==> src/hw/rtl/hill_cipher_mod26_unit_macros.svh <==
// ----------------------------------------------------------------------------
// Hill cipher unit assertion macros
// Shared concurrent assertion forms, clocked on clk and held off during rst.
// ----------------------------------------------------------------------------
`ifndef HILL_CIPHER_MOD26_UNIT_MACROS_SVH
`define HILL_CIPHER_MOD26_UNIT_MACROS_SVH

// same-cycle implication
`define HCM_ASSERT_IMP(lbl, ante, cons, msg) \
  lbl: assert property (@(posedge clk) disable iff (rst) (ante) |-> (cons)) \
    else $error(msg);

// next-cycle implication
`define HCM_ASSERT_NXT(lbl, ante, cons, msg) \
  lbl: assert property (@(posedge clk) disable iff (rst) (ante) |=> (cons)) \
    else $error(msg);

`endif

==> src/hw/rtl/hcm_pkg.sv <==
// ----------------------------------------------------------------------------
// Hill cipher package
// Widths, register indexes, controller/datapath interface types and the
// small mod-26 helpers used by the datapath.
// ----------------------------------------------------------------------------
`timescale 1ns / 1ps

package hcm_pkg;

  localparam int LETTER_W  = 5;
  localparam int KEY_W     = 45;
  localparam int CFG_IDX_W = 2;
  localparam int MODULUS   = 26;
  // floor(2^12 / 26); quotient estimate is at most one low for 11-bit values
  localparam int RECIP     = 157;
  // 25 * 26, keeps a cofactor difference non-negative
  localparam int COF_BIAS  = 650;

  localparam logic [CFG_IDX_W-1:0] CFG_KEY  = 2'd0;
  localparam logic [CFG_IDX_W-1:0] CFG_SIZE = 2'd1;
  localparam logic [CFG_IDX_W-1:0] CFG_MODE = 2'd2;

  typedef struct packed {
    logic       load_key;
    logic       capture;
    logic [1:0] fill;
    logic       complete;
    logic       cof_step;
    logic       rot_rows;
    logic       det_step;
    logic       inv_load;
    logic       scale_step;
    logic       out_load;
    logic       out_last;
    logic [1:0] row;
    logic [1:0] col;
  } hcm_cmd_t;

  typedef struct packed {
    logic n3;
    logic decrypt;
  } hcm_stat_t;

  // x mod 26 for x < 2048
  function automatic logic [LETTER_W-1:0] mod26(input logic [10:0] x);
    logic [18:0] prod;
    logic [6:0]  q;
    logic [10:0] r;
    prod = 19'(x) * 19'(RECIP);
    q    = prod[18:12];
    r    = x - 11'(q) * 11'(MODULUS);
    if (r >= 11'(MODULUS)) begin
      r = r - 11'(MODULUS);
    end
    return r[LETTER_W-1:0];
  endfunction

  // 5-bit value mod 26
  function automatic logic [LETTER_W-1:0] red26(input logic [LETTER_W-1:0] x);
    return (x >= 5'(MODULUS)) ? x - 5'(MODULUS) : x;
  endfunction

  // multiplicative inverse mod 26, zero when none exists
  function automatic logic [LETTER_W-1:0] det_inv(input logic [LETTER_W-1:0] d);
    logic [LETTER_W-1:0] r;
    case (d)
      5'd1:    r = 5'd1;
      5'd3:    r = 5'd9;
      5'd5:    r = 5'd21;
      5'd7:    r = 5'd15;
      5'd9:    r = 5'd3;
      5'd11:   r = 5'd19;
      5'd15:   r = 5'd7;
      5'd17:   r = 5'd23;
      5'd19:   r = 5'd11;
      5'd21:   r = 5'd5;
      5'd23:   r = 5'd17;
      5'd25:   r = 5'd25;
      default: r = 5'd0;
    endcase
    return r;
  endfunction

endpackage

==> src/hw/rtl/hcm_datapath.sv <==
// ----------------------------------------------------------------------------
// Hill cipher datapath
// Configuration registers, key matrix with cofactor rotation, working key,
// determinant/inverse, block vector and the output register.
// ----------------------------------------------------------------------------
`timescale 1ns / 1ps
`include "hill_cipher_mod26_unit_macros.svh"

module hcm_datapath import hcm_pkg::*; (
  input  logic                 clk,
  input  logic                 rst,
  input  logic                 cfg_we,
  input  logic [CFG_IDX_W-1:0] cfg_index,
  input  logic [KEY_W-1:0]     cfg_data,
  input  logic [LETTER_W-1:0]  letter,
  input  hcm_cmd_t             cmd,
  output hcm_stat_t            stat,
  output logic [LETTER_W-1:0]  out_letter,
  output logic                 last,
  output logic                 error
);

  logic [KEY_W-1:0]    key_cfg;
  logic                size_cfg;
  logic                mode_cfg;

  logic [LETTER_W-1:0] key_e  [9];
  logic [LETTER_W-1:0] m_load [3][3];
  logic [LETTER_W-1:0] m_rot  [3][3];
  logic [LETTER_W-1:0] m      [3][3];
  logic [LETTER_W-1:0] wkey   [3][3];
  logic [LETTER_W-1:0] v      [3];
  logic [LETTER_W-1:0] det;
  logic [LETTER_W-1:0] dinv;
  logic                key_invalid;

  logic [LETTER_W-1:0] lred;
  logic [LETTER_W-1:0] wsel;
  logic [LETTER_W-1:0] cof_val;
  logic [LETTER_W-1:0] det_next;
  logic [LETTER_W-1:0] scaled;
  logic [LETTER_W-1:0] row_sum;
  logic [9:0]          p1, p2, pdet, pscl;
  logic [9:0]          pr [3];

  always_ff @(posedge clk) begin
    if (rst) begin
      key_cfg  <= '0;
      size_cfg <= 1'b0;
      mode_cfg <= 1'b0;
    end else if (cfg_we) begin
      case (cfg_index)
        CFG_KEY:  key_cfg  <= cfg_data;
        CFG_SIZE: size_cfg <= cfg_data[0];
        CFG_MODE: mode_cfg <= cfg_data[0];
        default: ;
      endcase
    end
  end

  assign stat.n3      = size_cfg;
  assign stat.decrypt = mode_cfg;

  // key entries reduced; 2x2 key padded with a unit corner so the 3x3
  // adjugate path yields the 2x2 inverse in its upper-left block
  always_comb begin
    for (int i = 0; i < 9; i++) begin
      key_e[i] = red26(key_cfg[LETTER_W*i +: LETTER_W]);
    end
    for (int i = 0; i < 3; i++) begin
      for (int j = 0; j < 3; j++) begin
        m_load[i][j] = size_cfg ? key_e[3*i+j] : '0;
      end
    end
    if (!size_cfg) begin
      m_load[0][0] = key_e[0];
      m_load[0][1] = key_e[1];
      m_load[1][0] = key_e[2];
      m_load[1][1] = key_e[3];
      m_load[2][2] = 5'd1;
    end
  end

  // column rotate every step, rows too at the end of a row pass
  always_comb begin
    for (int i = 0; i < 3; i++) begin
      for (int j = 0; j < 3; j++) begin
        m_rot[i][j] = cmd.rot_rows ? m[(i == 2) ? 0 : i + 1][(j == 2) ? 0 : j + 1]
                                   : m[i][(j == 2) ? 0 : j + 1];
      end
    end
  end

  assign lred = red26(letter);
  assign wsel = wkey[cmd.row][cmd.col];

  assign p1      = 10'(m[1][1]) * 10'(m[2][2]);
  assign p2      = 10'(m[1][2]) * 10'(m[2][1]);
  assign cof_val = mod26(11'(p1) + 11'(COF_BIAS) - 11'(p2));

  assign pdet     = 10'(m[0][cmd.row]) * 10'(wsel);
  assign det_next = mod26(11'(det) + 11'(pdet));

  assign pscl   = 10'(dinv) * 10'(wsel);
  assign scaled = mod26(11'(pscl));

  always_comb begin
    for (int j = 0; j < 3; j++) begin
      pr[j] = 10'(wkey[cmd.row][j]) * 10'(v[j]);
    end
    row_sum = mod26(11'(pr[0]) + 11'(pr[1]) + 11'(pr[2]));
  end

  always_ff @(posedge clk) begin
    if (cmd.load_key) begin
      m <= m_load;
    end else if (cmd.cof_step) begin
      m <= m_rot;
    end
  end

  // cofactor (i,j) lands at [j][i]: the adjugate, scaled in place later
  always_ff @(posedge clk) begin
    if (cmd.load_key) begin
      wkey <= m_load;
    end else if (cmd.cof_step) begin
      wkey[cmd.row][cmd.col] <= cof_val;
    end else if (cmd.scale_step) begin
      wkey[cmd.row][cmd.col] <= scaled;
    end
  end

  always_ff @(posedge clk) begin
    if (cmd.load_key) begin
      det <= '0;
    end else if (cmd.det_step) begin
      det <= det_next;
    end
    if (cmd.inv_load) begin
      dinv <= det_inv(det);
    end
  end

  always_ff @(posedge clk) begin
    if (rst) begin
      key_invalid <= 1'b0;
    end else if (cmd.load_key) begin
      key_invalid <= 1'b0;
    end else if (cmd.inv_load) begin
      key_invalid <= (det_inv(det) == 5'd0);
    end
  end

  // block vector: new letter at the fill slot, zero pad above it on close
  always_ff @(posedge clk) begin
    if (cmd.capture) begin
      for (int j = 0; j < 3; j++) begin
        if (2'(j) == cmd.fill) begin
          v[j] <= lred;
        end else if (cmd.complete && (2'(j) > cmd.fill)) begin
          v[j] <= '0;
        end
      end
    end
  end

  always_ff @(posedge clk) begin
    if (cmd.out_load) begin
      out_letter <= key_invalid ? '0 : row_sum;
      last       <= cmd.out_last;
      error      <= key_invalid;
    end
  end

  `HCM_ASSERT_NXT(a_inv_flag, cmd.inv_load, key_invalid == (dinv == 5'd0),
                  "invalid flag disagrees with determinant inverse")
  `HCM_ASSERT_NXT(a_enc_valid, cmd.load_key && !mode_cfg, !key_invalid,
                  "key flagged invalid on an encrypt message")

endmodule

==> src/hw/rtl/hcm_ctrl.sv <==
// ----------------------------------------------------------------------------
// Hill cipher controller
// Letter intake, block fill tracking, key setup sequencing and the
// output beat sequencing for each completed block.
// ----------------------------------------------------------------------------
`timescale 1ns / 1ps
`include "hill_cipher_mod26_unit_macros.svh"

module hcm_ctrl import hcm_pkg::*; (
  input  logic      clk,
  input  logic      rst,
  input  logic      in_valid,
  output logic      in_ready,
  input  logic      final_req,
  output logic      out_valid,
  input  logic      out_ready,
  input  hcm_stat_t stat,
  output hcm_cmd_t  cmd
);

  localparam logic [2:0] ST_IDLE  = 3'd0;
  localparam logic [2:0] ST_COF   = 3'd1;
  localparam logic [2:0] ST_DET   = 3'd2;
  localparam logic [2:0] ST_INV   = 3'd3;
  localparam logic [2:0] ST_SCALE = 3'd4;
  localparam logic [2:0] ST_OUT   = 3'd5;

  logic [2:0] state;
  logic [1:0] fill;
  logic       at_start;
  logic       n3;
  logic       fin_blk;
  logic       done_blk;
  logic [1:0] a;
  logic [1:0] b;
  logic [1:0] row;
  logic       out_valid_r;

  logic       accept;
  logic       n3_eff;
  logic       complete;
  logic [1:0] last_row;
  logic       out_load;
  logic       b_wrap;
  logic       ab_end;

  assign in_ready  = (state == ST_IDLE);
  assign accept    = in_valid && in_ready;
  assign n3_eff    = at_start ? stat.n3 : n3;
  assign complete  = final_req || (n3_eff ? (fill == 2'd2) : (fill == 2'd1));
  assign last_row  = n3 ? 2'd2 : 2'd1;
  assign out_load  = (state == ST_OUT) && (!out_valid_r || out_ready);
  assign b_wrap    = (b == 2'd2);
  assign ab_end    = (a == 2'd2) && b_wrap;
  assign out_valid = out_valid_r;

  always_ff @(posedge clk) begin
    if (rst) begin
      state       <= ST_IDLE;
      fill        <= 2'd0;
      at_start    <= 1'b1;
      n3          <= 1'b0;
      fin_blk     <= 1'b0;
      done_blk    <= 1'b0;
      a           <= 2'd0;
      b           <= 2'd0;
      row         <= 2'd0;
      out_valid_r <= 1'b0;
    end else begin
      if (out_load) begin
        out_valid_r <= 1'b1;
      end else if (out_ready) begin
        out_valid_r <= 1'b0;
      end
      case (state)
        ST_IDLE: begin
          if (accept) begin
            fin_blk  <= final_req;
            done_blk <= complete;
            fill     <= complete ? 2'd0 : fill + 2'd1;
            at_start <= final_req;
            a        <= 2'd0;
            b        <= 2'd0;
            row      <= 2'd0;
            if (at_start) begin
              n3 <= stat.n3;
            end
            if (at_start && stat.decrypt) begin
              state <= ST_COF;
            end else if (complete) begin
              state <= ST_OUT;
            end
          end
        end
        ST_COF, ST_SCALE: begin
          if (b_wrap) begin
            b <= 2'd0;
            a <= ab_end ? 2'd0 : a + 2'd1;
          end else begin
            b <= b + 2'd1;
          end
          if (ab_end) begin
            if (state == ST_COF) begin
              state <= ST_DET;
            end else begin
              state <= done_blk ? ST_OUT : ST_IDLE;
            end
          end
        end
        ST_DET: begin
          if (b_wrap) begin
            b     <= 2'd0;
            state <= ST_INV;
          end else begin
            b <= b + 2'd1;
          end
        end
        ST_INV: begin
          state <= ST_SCALE;
        end
        ST_OUT: begin
          if (out_load) begin
            if (row == last_row) begin
              row   <= 2'd0;
              state <= ST_IDLE;
            end else begin
              row <= row + 2'd1;
            end
          end
        end
        default: begin
          state <= ST_IDLE;
        end
      endcase
    end
  end

  always_comb begin
    cmd            = '0;
    cmd.load_key   = accept && at_start;
    cmd.capture    = accept;
    cmd.fill       = fill;
    cmd.complete   = complete;
    cmd.cof_step   = (state == ST_COF);
    cmd.rot_rows   = b_wrap;
    cmd.det_step   = (state == ST_DET);
    cmd.inv_load   = (state == ST_INV);
    cmd.scale_step = (state == ST_SCALE);
    cmd.out_load   = out_load;
    cmd.out_last   = fin_blk && (row == last_row);
    case (state)
      ST_COF: begin
        cmd.row = b;
        cmd.col = a;
      end
      ST_DET: begin
        cmd.row = b;
        cmd.col = 2'd0;
      end
      ST_SCALE: begin
        cmd.row = a;
        cmd.col = b;
      end
      ST_OUT: begin
        cmd.row = row;
        cmd.col = 2'd0;
      end
      default: begin
        cmd.row = 2'd0;
        cmd.col = 2'd0;
      end
    endcase
  end

  `HCM_ASSERT_IMP(a_fill_start, at_start, fill == 2'd0,
                  "letters pending at message start")
  `HCM_ASSERT_IMP(a_fill_n2, !at_start && !n3, fill != 2'd2,
                  "2x2 block holds too many letters")
  `HCM_ASSERT_IMP(a_cnt_range, state == ST_COF || state == ST_SCALE,
                  a != 2'd3 && b != 2'd3, "setup counter out of range")
  `HCM_ASSERT_NXT(a_blk_done, out_load && row == last_row, state == ST_IDLE,
                  "block did not close after its last beat")

endmodule

==> src/hw/rtl/hill_cipher_mod26_unit.sv <==
// ----------------------------------------------------------------------------
// Hill cipher mod-26 unit
// Letters 0..25 stream in, one per beat, and are gathered into blocks of 2
// or 3 (key_size, latched with the key and mode on a message's first
// letter). The letter that closes a block (full, or cut short by final_req
// and zero padded) is followed by n output beats from a single row-product
// unit, one row per cycle while out_ready allows, with intake paused until
// the last row is loaded into the output register. In decrypt mode the
// first letter of a message adds a key setup through one cofactor unit:
// 9 cofactors, 3 determinant terms, the inverse lookup and 9 adjugate
// scalings. A decrypt key with no inverse mod 26 yields zero letters with
// error set for the whole message.
// ----------------------------------------------------------------------------
`timescale 1ns / 1ps

module hill_cipher_mod26_unit import hcm_pkg::*; (
  input  logic                 clk,
  input  logic                 rst,
  input  logic                 cfg_we,
  input  logic [CFG_IDX_W-1:0] cfg_index,
  input  logic [KEY_W-1:0]     cfg_data,
  input  logic                 in_valid,
  output logic                 in_ready,
  input  logic [LETTER_W-1:0]  letter,
  input  logic                 final_req,
  output logic                 out_valid,
  input  logic                 out_ready,
  output logic [LETTER_W-1:0]  out_letter,
  output logic                 last,
  output logic                 error
);

  hcm_cmd_t  cmd;
  hcm_stat_t stat;

  hcm_ctrl u_ctrl (
    .clk       (clk),
    .rst       (rst),
    .in_valid  (in_valid),
    .in_ready  (in_ready),
    .final_req (final_req),
    .out_valid (out_valid),
    .out_ready (out_ready),
    .stat      (stat),
    .cmd       (cmd)
  );

  hcm_datapath u_dp (
    .clk        (clk),
    .rst        (rst),
    .cfg_we     (cfg_we),
    .cfg_index  (cfg_index),
    .cfg_data   (cfg_data),
    .letter     (letter),
    .cmd        (cmd),
    .stat       (stat),
    .out_letter (out_letter),
    .last       (last),
    .error      (error)
  );

endmodule
==> config.mk <==
export PLATFORM = sky130hd
export DESIGN_NAME = hill_cipher_mod26_unit
export DESIGN_NICKNAME = d
export VERILOG_FILES = /design/src/hw/rtl/hcm_pkg.sv /design/src/hw/rtl/hcm_datapath.sv /design/src/hw/rtl/hcm_ctrl.sv /design/src/hw/rtl/hill_cipher_mod26_unit.sv
export VERILOG_INCLUDE_DIRS = /design/src /design/src/hw/rtl
export SDC_FILE = /design/constraint.sdc
export NUM_CORES = 1
export LEC_CHECK = 0
export BUFFER_PORTS_ARGS = -buffer_cell sky130_fd_sc_hd__clkbuf_2
export CAP_MARGIN = 5
export CORE_MARGIN = 4
export CORE_UTILIZATION = 50
export CTS_CLUSTER_DIAMETER = 50
export CTS_CLUSTER_SIZE = 24
export DETAILED_ROUTE_END_ITERATION = 12
export GPL_TIMING_DRIVEN = 0
export PLACE_DENSITY = 0.66
export RECOVER_POWER = 50
export REMOVE_ABC_BUFFERS = 1
export SLEW_MARGIN = 20
export SYNTH_ARGS = -nofsm -noshare
export SYNTH_HDL_FRONTEND = slang
export SYNTH_SLANG_ARGS = --single-unit
export TNS_END_PERCENT = 1
==> constraint.sdc <==
create_clock -name clk -period 15.1 [get_ports clk]
set_input_delay 2.265 -clock clk [delete_from_list [all_inputs] [get_ports clk]]
set_output_delay 2.265 -clock clk [all_outputs]
set_load 0.02 [all_outputs]
* Word-level counts from Yosys, hierarchy flattened
Memory sizes are Yosys's and may differ from the RTL's. A register that Yosys moved wholly into a read port is not among the register bits.
Cells that the tools add are included.
Widths: inputs -> output; s select.
** Word-level totals
- Flip-flop bits (word level) :: 166
- Bits in writable memories :: 15
- ROM bits :: 320
- Bits of input ports :: 58
- Output and inout port bits :: 9
- Memories :: 3
** Memory list
- (no name shown) :: words 32, bits a word 5, rd ports 1, clocked after memory_dff 1, write ports 0, RTL line hcm_pkg.sv:66 : case (d)
- (no name shown) :: words 32, bits a word 5, rd ports 1, clocked after memory_dff 1, write ports 0, RTL line hcm_pkg.sv:66
- u_dp.v :: words 3, bits a word 5, rd ports 3, clocked after memory_dff 0, write ports 3, RTL line hcm_datapath.sv:32 : logic [LETTER_W-1:0] v [3];
** Cells by class
- $add $sub $neg :: 27
- Multiply operators :: 15
- Magnitude comparators :: 21
- Equality and inequality tests :: 21
- Multiplexer cells :: 104
- Bitwise gates (word level) :: 5
- Reduce and logical (&&, ||, !) cells :: 35
** Operator list (number)
- $mux 45 :: 5
- $mux 5 :: 41
- $bwmux 45 :: 2
- $mul 5x5->10 :: 7
- $sub 5x5->5 const B :: 14
- $mul 11x8->19 const B :: 3
- $ge 5x5->1 const B :: 10
- $mux 15 :: 3
- $ge 11x5->1 const B :: 4
- $sub 11x11->11 :: 3
- $bmux 15 s2 :: 1
- $demux 15 s2 :: 1
- $mul 7x4->10 const B :: 3
- $mux 3 :: 9
- $mux 1 :: 25
- $bmux 5 s2 :: 2
- $mul 10x8->18 const B :: 1
- $mux 2 :: 8
- $pmux 4 s4 :: 1
- $pmux 3 s5 :: 1
- $pmux 2 s2 :: 3
- $add 10x10->11 :: 1
- $add 10x10->11 const B :: 1
- $add 11x10->11 :: 1
- 37 further kinds :: 78

* Depth between registers and ports, before layout
- Word-level depth :: 19
- Gate-level depth with buffers :: 62
- Mapped depth without buffers :: 60

* By module
From an unflattened synthesis, not the netlist that was laid out.
** Unflattened totals
- Cell total of the unflattened synthesis :: 2787
- Area total of the unflattened synthesis :: 24876.4 µm²
** By module, submodules not included
- hcm_datapath :: instances 1, cells each 2652, area an instance 23837.9 µm², seq. area each 4624.4 µm²
- hcm_ctrl :: instances 1, cells each 135, area an instance 1038.5 µm², seq. area each 320.3 µm²

* Least setup slack after synthesis
No wires, ideal clock.
- Kind :: register to register
- From :: register u_ctrl.state[2]
- To :: register u_dp.out_letter[4], data pin
- Setup time :: 0.261 ns
- Arrival time :: 13.146 ns
- Path slack :: 1.692 ns
- Cell stages (with the launch flop) :: 53
- Path buffers :: 4
- Period minus slack after synthesis :: 13.408 ns
- Path through :: dfxtp_1 > buf_2 > mux2_1 > nand3_1 > nand2_2 > nor2b_1 > buf_2 > clkbuf_1 > clkbuf_1 > a21oi_1 > nand2b_1 > fa_1 > fa_1 > inv_1 > fa_1 > fa_1 > fa_1 > inv_1 > (+17 left out) > or4_1 > a31oi_1 > xnor2_1 > inv_1 > ha_1 > fa_1 > ha_1 > inv_1 > o21ai_0 > a21oi_1 > xor2_1 > ha_1 > a21oi_1 > o21a_1 > xnor2_1 > nor4_4 > or3_1 > a21oi_1
** On the way
- Longest elaborated chain between the ends :: 14
- Elaborated cells on any way between the ends :: 20
- Classes of those cells :: add/sub (4); mul (5); order compare (1); eq/ne (4); mux (5); bitwise (1)
** RTL lines
- start: declaration :: RTL line hcm_ctrl.sv:28 : logic [2:0] state;
- start signal: assignment :: RTL line hcm_ctrl.sv:106 : state <= done_blk ? ST_OUT : ST_IDLE;
- $eq 3x3->1 (tied with other cells) :: RTL line hcm_ctrl.sv:151 : case (state)
- $pmux 4 s4 * :: RTL line hcm_ctrl.sv:151
- $not 2->3 (not written as such) * :: RTL line hcm_datapath.sv:109 : pr[j] = 10'(wkey[cmd.row][j]) * 10'(v[j]);
- $bmux 15 s2 * :: RTL line hcm_datapath.sv:109
- $mux 15 (not written as such) * (2 in series) :: RTL line hcm_datapath.sv:109
- $mul 5x5->10 :: RTL line hcm_datapath.sv:109
- $add 10x10->11 :: RTL line hcm_datapath.sv:111 : row_sum = mod26(11'(pr[0]) + 11'(pr[1]) + 11'(pr[2]));
- $add 11x10->11 * :: RTL line hcm_datapath.sv:111
- $mul 11x8->19 :: RTL line hcm_pkg.sv:49 : prod = 19'(x) * 19'(RECIP);
- $mul 7x4->10 :: RTL line hcm_pkg.sv:51 : r = x - 11'(q) * 11'(MODULUS);
- $sub 11x11->11 * :: RTL line hcm_pkg.sv:51
- $ge 11x5->1 or $sub 5x5->5 (tied branches) :: RTL line hcm_pkg.sv:52, hcm_pkg.sv:53
- $mux 5 * :: RTL line hcm_pkg.sv:52 : if (r >= 11'(MODULUS)) begin
- end signal: assignment :: RTL line hcm_datapath.sv:169 : out_letter <= key_invalid ? '0 : row_sum;
- end: declaration :: RTL line hcm_datapath.sv:18 : output logic [LETTER_W-1:0] out_letter,
Mark *: on every way between the ends. The rest lies on a longest branch, timed or not. The select of a mux whose other input is x is not followed.
A chain may end at the register's enable or synchronous reset.

* Final worst setup path
- From :: register u_ctrl.state[2]
- To :: register u_dp.out_letter[2], data pin
Same word-level chain as after synthesis.

==> impl_metrics.ini <==
[global_route]
grt_pass1_wl_um = 94920
gr-total-overflow = 0
antenna_found_initial = 0
grt_pass1_vias = 19500
grt_use_total_pct = 21.52
grt_max_degree = 65

[floorplan]
core_um2 = 48950
die_y_um = 230.5
std_cell_rows = 81
start_util_pct = 50.55
fp.dieArea_um2 = 53120
ioPinCount = 67
fp.dieW_um = 230.5

[clock_network]
ctsHoldBuffers = 0
clkTransAtPathRegs_ns = 0.09
cts-root-buf = clkbuf_16
clkSinkCount = 191
cts_tree = built
clockBufferDepth = 2
cts_inserted_buffers = 17
ctsHtreeMaxLevel = 4
insertion_delay_ns = 0.46

[worst_setup_path]
crit_path_frequent_cell = fa_1
startpoint_type = flop
worstPathMaxFanout = 22
end_kind = flop
reg2reg_depth = 50
slowest_delay_ns = 0.64
slowest_stage = o21ai_1
crit_arrival_ns = 14.73
path_class = flop to flop
cp_data_required_time_ns = 15.39

[sta]
slew_headroom_pct = -88.42
setup-tns-final_ns = 0
maxSlewViolCount = 65
worstMarginPinSlew_ns = 2.826
setup_viol = 0
layout_min_cycle_time_ns = 14.44
max_freq_mhz = 69.25
final.setup_skew_ns = 0.02113
hold_viol = 0
setup_ws_ns = 0.6594
fin_crit_sh_pct = 95.63

[finish]
drive_gt1_share_pct = 6.061
nets = 3496
seqCellArea_um2 = 4949
multi_input_area_um2 = 17780
stdcell_area_um2 = 26640
area_delta_synth_final_pct = 7.645
nFillCells = 4468
diodes = 0

[placed_design]
io_buffer_count = 66
gp_congestion = 0.8870
detailed_place_hpwl_um = 46840
dpl_cell_area_um2 = 25860
pre_cts_slack_ns = -0.6688

[logic_synthesis]
synth_top_area_cell = ha_1
synth_most_common_cell = inv_1
ys_warn_count = 0
ys.flop_type = edfxtp_1
synth_common_cells = 527 x inv_1, 397 x ha_1, 271 x nand2_1, 216 x fa_1, 151 x o21ai_0
netlist_instances = 2777
synth_edf_count = 112
synthTopCellsByArea = ha_1 20%, fa_1 17%, edfxtp_1 14%
yosysTopAreaCellShare_pct = 20.07
synth.distinct_cells = 87
synthArstFlopShare_pct = 0
syn_avg_cell_area_um2 = 8.911
ys_seq_area_share_pct = 19.98
ys_ff_latch = 191
syn_area_um2 = 24750

[drt]
drc = 0
wl_um = 57140
via_per_inst = 5.486
dr_total_vias = 19210
dr.pass1.iters = 7
first_iter_violations = 1170
antenna_left = 0
wire_per_inst_um = 16.32

[status]
violations = max-capacitance violations, max-slew violations
outcome = finished, violations left

[min_path]
hold_path_class = flop to flop
min_path_cells = 2

[flow_run]
max-cap-violations = 1
-- registers in the layout (all words and copies together) (netlist names), 3 cells and up, named ones only --
register and flops:
u_dp.key_cfg 45, u_dp.v 15, u_dp.dinv 5, u_dp.m 45, u_ctrl.state 3, u_dp.out_letter 5, u_dp.det 5, u_dp.wkey 45
-- worst paths after layout --
kind	from	endpoint	slack, ns
worst max-delay path	u_ctrl.state[2]	u_dp.out_letter[2]	0.66
worst min-delay path	u_dp.key_cfg[11]	u_dp.key_cfg[11]	0.47
worst max register to register	u_ctrl.state[2]	u_dp.out_letter[2]	0.66
worst min register to register	u_dp.key_cfg[11]	u_dp.key_cfg[11]	0.47
-- cells in the final DEF, fill, tap and decap left out, types with 32 or more instances in the layout --
cell type,instances
xor2_1,40
nand2_1,270
dfxtp_1,76
a21o_1,40
inv_1,527
ha_1,397
xnor2_1,62
fa_1,216
mux2i_1,68
nor2_1,103
edfxtp_1,112
clkbuf_2,52
o21ai_0,147
and2_1,71
nor2b_1,60
a21oi_1,141
nand3_1,32
-- stage by stage --
stage	hold WS (ns)	util, %	instances
floorplan	0.4257	-	2722
global placement	0.4596	52.48	3452
detailed placement	0.4605	52.84	3460
CTS	0.4726	54.16	3492
global route	0.4991	54.42	3502
finish	0.4704	54.42	3502
-- final cells by class --
class / count / area share, %
multi-input cells: 2004 / 66.74
flip-flops and latches: 191 / 18.58
inverters: 528 / 7.440
well taps: 664 / 3.119
repair buffers: 83 / 1.865
clock buffers: 17 / 1.597
clock inverters: 15 / 0.6670
-- what timing repair did --
action / in CTS / in global routing
buffers inserted: 0 / 9
gates resized for setup: 8 / 22
pin swaps: 0 / 3
gates cloned: 0 / 1
endpoints found under the setup margin: 40 / 46
-- layer usage --
layer  track usage (%)  part of all wire (%)
met5                 0                     0
met2             38.47                    50
met4             5.482                   2.1
met3             2.283                   4.5
met1             27.93                    43
-- critical path: cells and delay by family (launching register included) --
| kind | cells | cell delay, ns |
|---|---|---|
| AO/OA/AOI/OAI | 13 | 2.76 |
| XOR/XNOR | 4 | 1.06 |
| adder cells (fa/ha/maj) | 17 | 7.16 |
| buffers and inverters | 7 | 0.53 |
| flip-flops | 1 | 0.50 |
| multiplexers | 1 | 0.11 |
| AND/OR/NAND/NOR | 8 | 2.13 |
-- cells by family (layout without fill, tap and decap cells) --
| logic type | count (synthesis) | after routing | share of synthesized area (%) |
|---|---|---|---|
| XOR/XNOR | 110 | 110 | 3.924 |
| multiplexers | 75 | 75 | 3.200 |
| AO/OA/AOI/OAI | 532 | 533 | 13.25 |
| buffers and inverters | 583 | 643 | 8.889 |
| AND/OR/NAND/NOR | 673 | 673 | 13.21 |
| adder cells (fa/ha/maj) | 613 | 613 | 37.55 |
| flip-flops | 191 | 191 | 19.98 |
Power is left out: the tool's default activity adds up to more than one toggle a clock period on the data nets, which glitch-free logic cannot reach.
